### config.mk
export PLATFORM = sky130hd
export DESIGN_NAME = uart_baud_divisor_calc
export DESIGN_NICKNAME = d
export VERILOG_FILES = /design/src/rtl/bdc_pkg.sv /design/src/rtl/bdc_cell.sv /design/src/rtl/bdc_out.sv /design/src/rtl/uart_baud_divisor_calc.sv
export SDC_FILE = /design/constraint.sdc
export NUM_CORES = 2
export LEC_CHECK = 0
export BUFFER_PORTS_ARGS = -buffer_cell sky130_fd_sc_hd__buf_2
export CORE_MARGIN = 3
export CORE_UTILIZATION = 50
export CTS_CLUSTER_DIAMETER = 120
export CTS_CLUSTER_SIZE = 20
export DETAILED_ROUTE_END_ITERATION = 8
export PLACE_DENSITY = 0.67
export SETUP_SLACK_MARGIN = 0.15
export SYNTH_ARGS = -nofsm -noshare
export SYNTH_HDL_FRONTEND = slang
export SYNTH_SLANG_ARGS = --single-unit
### constraint.sdc
create_clock -name clk -period 8.5 [get_ports clk]
set_input_delay 0.85 -clock clk [delete_from_list [all_inputs] [get_ports clk]]
set_output_delay 0.85 -clock clk [all_outputs]
set_load 0.02 [all_outputs]
### src/rtl/bdc_pkg.sv
// Shared types and constants for the UART baud divisor calculator.
// No dependencies; imported by every module of the block.
package bdc_pkg;

    localparam int unsigned PCLK_W   = 28;
    localparam int unsigned BAUD_W   = 24;
    localparam int unsigned NUM_W    = 33;
    localparam int unsigned DIV_W    = BAUD_W + 2;
    localparam int unsigned R100_W   = 7;
    localparam int unsigned MANT_W   = 12;
    localparam int unsigned FRAC_W   = 4;
    localparam int unsigned FX_W     = 11;
    localparam int unsigned RECIP_W  = 11;
    localparam int unsigned RECIP_SH = 17;
    localparam int unsigned NCELL    = NUM_W;

    localparam logic [PCLK_W-1:0]  PCLK_RESET = PCLK_W'(16000000);
    localparam logic [NUM_W-1:0]   NUM_RESET  = NUM_W'(400000000);
    localparam logic [4:0]         CENTI_MULT = 5'd25;
    localparam logic [7:0]         CENTI_BASE = 8'd100;
    localparam logic [FX_W-1:0]    ROUND_HALF = FX_W'(50);
    localparam logic [RECIP_W-1:0] RECIP_100  = RECIP_W'(1311);

    localparam logic [1:0] ST_OK        = 2'd0;
    localparam logic [1:0] ST_ZERO_BAUD = 2'd1;
    localparam logic [1:0] ST_SATURATED = 2'd2;

    typedef struct packed {
        logic [BAUD_W-1:0] baud_rate;
        logic              oversample_by_8;
    } bdc_in_t;

    typedef struct packed {
        logic [15:0]       divisor_word;
        logic [MANT_W-1:0] mantissa;
        logic [FRAC_W-1:0] fraction;
        logic [1:0]        status;
    } bdc_out_t;

    typedef struct packed {
        logic [NUM_W-1:0]  num;
        logic [DIV_W-1:0]  rem;
        logic [DIV_W-1:0]  div;
        logic [R100_W-1:0] r100;
        logic [MANT_W-1:0] mant;
        logic              ovf;
        logic              by8;
        logic              zero;
    } bdc_cell_t;

endpackage

### src/rtl/bdc_cell.sv
// One step of the divider chain: one quotient bit of clock/baud and one step of the /100.
// Depends on bdc_pkg.
module bdc_cell (
    input  logic              clk,
    input  logic              rst_n,
    input  logic              valid_in,
    input  bdc_pkg::bdc_cell_t data_in,
    output logic              ready_up,
    output logic              valid,
    output bdc_pkg::bdc_cell_t data,
    input  logic              ready_dn
);
    import bdc_pkg::*;

    logic             valid_reg;
    bdc_cell_t        data_reg;
    bdc_cell_t        data_next;
    logic [DIV_W:0]   rem_sh;
    logic [DIV_W:0]   rem_diff;
    logic             qbit;
    logic [7:0]       t100;
    logic             mbit;

    assign ready_up = !valid_reg || ready_dn;
    assign valid    = valid_reg;
    assign data     = data_reg;

    always_comb
    begin
        rem_sh   = {data_in.rem, data_in.num[NUM_W-1]};
        rem_diff = rem_sh - {1'b0, data_in.div};
        qbit     = rem_sh >= {1'b0, data_in.div};
        t100     = {data_in.r100, qbit};
        mbit     = t100 >= CENTI_BASE;

        data_next      = data_in;
        data_next.num  = {data_in.num[NUM_W-2:0], 1'b0};
        data_next.rem  = qbit ? rem_diff[DIV_W-1:0] : rem_sh[DIV_W-1:0];
        data_next.r100 = mbit ? R100_W'(t100 - CENTI_BASE) : t100[R100_W-1:0];
        data_next.mant = {data_in.mant[MANT_W-2:0], mbit};
        data_next.ovf  = data_in.ovf | data_in.mant[MANT_W-1];
    end

    always_ff @(posedge clk or negedge rst_n)
    begin
        if (!rst_n)
        begin
            valid_reg <= 1'b0;
        end
        else if (ready_up)
        begin
            valid_reg <= valid_in;
        end
    end

    always_ff @(posedge clk)
    begin
        if (ready_up && valid_in)
        begin
            data_reg <= data_next;
        end
    end

endmodule

### src/rtl/bdc_out.sv
// Output stage: rounds the fraction, saturates the mantissa, flags a zero baud rate and holds the result.
// Depends on bdc_pkg.
module bdc_out (
    input  logic               clk,
    input  logic               rst_n,
    input  logic               valid_in,
    input  bdc_pkg::bdc_cell_t data_in,
    output logic               ready_up,
    output logic               out_valid,
    output bdc_pkg::bdc_out_t  out_data,
    input  logic               out_stall
);
    import bdc_pkg::*;

    logic                      valid_reg;
    bdc_out_t                  data_reg;
    bdc_out_t                  data_next;
    logic [FX_W-1:0]           fx;
    logic [FX_W+RECIP_W-1:0]   prod;
    logic [4:0]                fq;
    logic [FRAC_W-1:0]         frac;
    logic [MANT_W-1:0]         mant;

    assign ready_up  = !valid_reg || !out_stall;
    assign out_valid = valid_reg;
    assign out_data  = data_reg;

    always_comb
    begin
        fx   = (data_in.by8 ? {1'b0, data_in.r100, 3'b000} : {data_in.r100, 4'b0000})
               + ROUND_HALF;
        prod = {{RECIP_W{1'b0}}, fx} * {{FX_W{1'b0}}, RECIP_100};
        fq   = prod[RECIP_SH+4:RECIP_SH];
        frac = data_in.by8 ? {1'b0, fq[2:0]} : fq[FRAC_W-1:0];
        mant = data_in.ovf ? {MANT_W{1'b1}} : data_in.mant;

        if (data_in.zero)
        begin
            data_next.divisor_word = '0;
            data_next.mantissa     = '0;
            data_next.fraction     = '0;
            data_next.status       = ST_ZERO_BAUD;
        end
        else
        begin
            data_next.divisor_word = {mant, frac};
            data_next.mantissa     = mant;
            data_next.fraction     = frac;
            data_next.status       = data_in.ovf ? ST_SATURATED : ST_OK;
        end
    end

    always_ff @(posedge clk or negedge rst_n)
    begin
        if (!rst_n)
        begin
            valid_reg <= 1'b0;
        end
        else if (ready_up)
        begin
            valid_reg <= valid_in;
        end
    end

    always_ff @(posedge clk)
    begin
        if (ready_up && valid_in)
        begin
            data_reg <= data_next;
        end
    end

endmodule

### src/rtl/uart_baud_divisor_calc.sv
// Top level of the UART baud divisor calculator: config register, cell chain, output stage.
// Depends on bdc_pkg, bdc_cell and bdc_out.
//
//   channel  signals                       direction  transaction when
//   cfg      cfg_we, cfg_wdata             in         cfg_we high
//   in       in_valid, in_stall, in_data   in         in_valid && !in_stall
//   out      out_valid, out_stall, out_data out       out_valid && !out_stall
//
// One transaction per cycle while not stalled; 33 divider cells, one bit
// of 25*pclk_hz each, then the output register.
// Reset loads pclk_hz = 16000000 and empties every stage.
// A stalled output holds; cells behind it fill bubbles before stalling input.
module uart_baud_divisor_calc (
    input  logic                          clk,
    input  logic                          rst_n,
    input  logic                          cfg_we,
    input  logic [bdc_pkg::PCLK_W-1:0]    cfg_wdata,
    input  logic                          in_valid,
    output logic                          in_stall,
    input  bdc_pkg::bdc_in_t              in_data,
    output logic                          out_valid,
    input  logic                          out_stall,
    output bdc_pkg::bdc_out_t             out_data
);
    import bdc_pkg::*;

    logic [NUM_W-1:0] num_reg;
    logic [NUM_W-1:0] num_next;
    bdc_cell_t        head;
    logic             cv    [NCELL+1];
    bdc_cell_t        cd    [NCELL+1];
    logic             crdy  [NCELL+1];

    assign num_next = {5'b0, cfg_wdata} * {{(NUM_W-5){1'b0}}, CENTI_MULT};

    always_ff @(posedge clk or negedge rst_n)
    begin
        if (!rst_n)
        begin
            num_reg <= NUM_RESET;
        end
        else if (cfg_we)
        begin
            num_reg <= num_next;
        end
    end

    always_comb
    begin
        head.num  = num_reg;
        head.rem  = '0;
        head.div  = in_data.oversample_by_8 ? {1'b0, in_data.baud_rate, 1'b0}
                                            : {in_data.baud_rate, 2'b00};
        head.r100 = '0;
        head.mant = '0;
        head.ovf  = 1'b0;
        head.by8  = in_data.oversample_by_8;
        head.zero = in_data.baud_rate == '0;
    end

    assign cv[0]    = in_valid;
    assign cd[0]    = head;
    assign in_stall = !crdy[0];

    for (genvar i = 0; i < NCELL; i++)
    begin : g_cell
        bdc_cell u_cell (
            .clk      (clk),
            .rst_n    (rst_n),
            .valid_in (cv[i]),
            .data_in  (cd[i]),
            .ready_up (crdy[i]),
            .valid    (cv[i+1]),
            .data     (cd[i+1]),
            .ready_dn (crdy[i+1])
        );
    end

    bdc_out u_out (
        .clk       (clk),
        .rst_n     (rst_n),
        .valid_in  (cv[NCELL]),
        .data_in   (cd[NCELL]),
        .ready_up  (crdy[NCELL]),
        .out_valid (out_valid),
        .out_data  (out_data),
        .out_stall (out_stall)
    );

`ifndef SYNTHESIS
    a_sat_mant: assert property (@(posedge clk) disable iff (!rst_n)
        out_valid && out_data.status == ST_SATURATED |-> out_data.mantissa == {MANT_W{1'b1}})
        else $error("saturated result without full mantissa");

    a_zero_word: assert property (@(posedge clk) disable iff (!rst_n)
        out_valid && out_data.status == ST_ZERO_BAUD |-> out_data.divisor_word == '0)
        else $error("zero baud result with nonzero divisor word");

    a_head_open: assert property (@(posedge clk) disable iff (!rst_n)
        !cv[1] |-> !in_stall)
        else $error("input stalled while first cell is empty");

    a_out_ready: assert property (@(posedge clk) disable iff (!rst_n)
        !out_stall |-> crdy[NCELL])
        else $error("output stage refused data while sink is ready");
`endif

endmodule

==> qor.yml <==
outcome: "finished, final reports clean"
synth-seq-area-share: 0.5851
ant_nets: 0
grt_pass1_vias: 90090
cts_buffers: 162
overflow: 0
crit_path_start_kind: "register"
synth_area_leader_cell: "edfxtp_1"
wl_um: 307800
die_area_mm2: 0.2922
synth.area.top_cells: "edfxtp_1 (57%), ha_1 (8.8%), inv_1 (3.5%), a21oi_1 (3.2%), xnor2_1 (2.4%)"
vias: 89090
grt_first_pass_wirelength_um: 484400
power_density_mw_per_mm2: 362.5
final_cells: 15720
crit_arrival_ps: 7260
cts_setup_buffers: 0
drt-pass1-iter-count: 9
maxSlewViolCount: 0
htreeDepth: 4
synth_ff_type: "edfxtp_1"
critPathKind: "reg -> reg"
track_usage: 0.2071
die_h_um: 540.5
design.core.area_mm2: 0.2833
insertion_delay_ps: 880
ir_drop_uv: 535.0
min_period_ps: 6678
fin_crit_sh: 0.7856
max_slew_margin: 0.2544
ff2ff_setup_slack_ps: 1820
synth_common_cells: "edfxtp_1 (2727), inv_1 (1326), ha_1 (1010)"
avgSynthCellArea_um2: 12.15
clk_pin_slew_worst_paths_ps: 80
clock_sinks: 2794
r2r_end: "u_out.out_data[21]$_SDFFCE_PP0P_"
p_leak_nw: 61.12
cts-resized-gates: 0
fin_area_mm2: 0.1527
syn2layout_area_growth_pct: 6.885
dp.cells: 15480
fin_hold_ws_ps: 267.6
worstReg2RegStart: "g_cell[32].u_cell.data[1]$_DFFE_PP_"
crit_end: "u_out.out_data[21]$_SDFFCE_PP0P_"
start_util: 0.5043
synth_seq_cells: 2794
dp_hpwl_um: 238200
fin_skew_ps: 51.18
crit_fanout: 21
first_iter_violations: 6538
place_congestion: 0.9629
worst_pin_slew_ps: 1118
cts_max_path_buffers: 4
grt_max_degree: 88
ios: 94
layout-drive-gt1-share: 0.06702
routed_via_density: 5.667
fp.dieW_um: 540.5
ys_warn_count: 0
yosysMostFrequentCell: "edfxtp_1"
port_buffers: 93
async_flop_share: 0.02398
largest_reg_flops: 2709
ys_types: 98
antenna_found_initial: 6
drc_errors: 0
grt_setup_unrepaired: "false"
synth_edf_count: 2727
cp.required_ps: 9080
dpl_cell_area_mm2: 0.1482
endpoint_kind: "register"
syn_inst: 11760
synth_top_area_frac: 0.5732
fin_nets: 13050
setup-violations-final: 0
crit_start: "g_cell[32].u_cell.data[1]$_DFFE_PP_"
min_path_type: "in -> reg"
final.setup.tns_ps: 0
max_cap_violations: 0
tritoncts: "built"
row_count: 195
finalHoldViolCount: 0
reg2regPathDepth: 23
synth_area_mm2: 0.1429
max_freq_mhz: 149.7
root_buffer: "clkbuf_16"
avgRoutedWirePerCell_um: 19.58
-- stage by stage --
stage / setup WS [ps] / power, W / util
CTS: 1694 / 0.05563 / 0.5390
global placement: 1435 / 0.04701 / 0.5231
detailed placement: 1749 / 0.04749 / 0.5231
finish: 1822 / 0.05535 / 0.5391
global route: 1229 / 0.05966 / 0.5390
floorplan: 295.1 / 0.04049 / -
-- worst min path at each step --
stage	startpoint	end	slack [ps]	cells after the start
2_1_floorplan	g_cell[9].u_cell.data[0]$_DFFE_PP_	g_cell[10].u_cell.data[0]$_DFFE_PP_	400	0
3_3_place_gp	g_cell[29].u_cell.data[3]$_DFFE_PP_	g_cell[30].u_cell.data[4]$_DFFE_PP_	400	0
3_5_place_dp	g_cell[9].u_cell.data[0]$_DFFE_PP_	g_cell[10].u_cell.data[0]$_DFFE_PP_	400	0
4_1_cts	cfg_wdata[0]	num_reg[0]$_DFFE_PN0P_	180	2
5_1_grt	in_valid	g_cell[0].u_cell.valid$_DFFE_PN0P_	220	2
6_report	cfg_wdata[0]	num_reg[0]$_DFFE_PN0P_	270	2
-- metal layers --
metal / global-route usage / up-vias / part of all wire
li1: - / 43200 / -
met1: 0.2406 / 43180 / 0.40
met2: 0.3849 / 2049 / 0.52
met3: 0.01910 / 660 / 0.035
met4: 0.09458 / 0 / 0.048
met5: 0 / - / 0
-- layout by cell type (no fill, tap or decap), types with 32 or more instances in the layout --
master and count:
edfxtp_1 2727, inv_1 1326, ha_1 1010, a21oi_1 896
nor2_1 738, o21ai_0 648, nand2_1 620, xnor2_1 398
a21o_1 333, xor2_1 248, mux2_2 244, nand3_1 198
o21a_1 195, clkbuf_16 163, nor3_1 154, nand2b_1 152
nor2b_1 119, nand4_1 105, a31oi_1 94, buf_2 92
buf_4 91, and3_1 78, fa_1 76, o21bai_1 74
o31ai_1 70, or3_1 69, a211oi_1 64, or2_2 64
dfrtp_1 55, mux2i_1 51, o211ai_1 50, a21boi_0 50
clkbuf_1 50, a211o_1 39, and2_1 38, nor4_1 36
o31a_1 34, a221oi_1 32
-- cell type report --
type / count / area (um^2)
multi-input cells: 7431 / 53740
clock inverters: 14 / 222.7
flip-flops and latches: 2794 / 83580
inverters: 1329 / 4989
clock buffers: 213 / 4267
repair buffers: 186 / 1194
well taps: 3743 / 4683
fillers: 23400 / 130600
diodes: 10 / 25.02
-- power by group --
group          internal, W  switching [W]  total (W)
sequential          0.0197        0.00183     0.0216
clock              0.00357        0.00439    0.00796
combinational       0.0108         0.0150     0.0258
total               0.0341         0.0213     0.0554
-- repair_timing --
action,in CTS,in global routing
endpoints found under the setup margin,0,0
hold buffers,1,0
endpoints found under the hold margin,7,0
-- worst max-delay path, stage by stage, from the launching register on --
cell,delay [ps]
edfxtp_1,790
mux2i_1,610
ha_1,320
inv_1,100
nand4_1,130
a21oi_1,100
o22ai_1,290
inv_1,150
fa_1,460
ha_1,310
ha_1,280
inv_1,50
fa_1,500
fa_1,550
inv_1,50
ha_1,200
a21o_1,160
a211o_1,300
nor3_1,150
a211oi_1,140
a211o_1,350
a21oi_1,210
xnor2_1,150
nor3_1,60
-- kinds of logic (layout without fill, tap and decap cells) --
group / count (synthesis) / count (layout) / share of synthesized area
mux: 295 / 295 / 0.02281
compound gates: 2862 / 2862 / 0.1259
fa+ha+maj: 1086 / 1086 / 0.09911
flops: 2794 / 2794 / 0.5851
buf+inv: 1546 / 1742 / 0.04136
other cells: 1 / 22 / 0.00002625
xor+xnor: 646 / 646 / 0.03960
simple gates: 2530 / 2530 / 0.08618
Power figures use the tool's default switching activity.
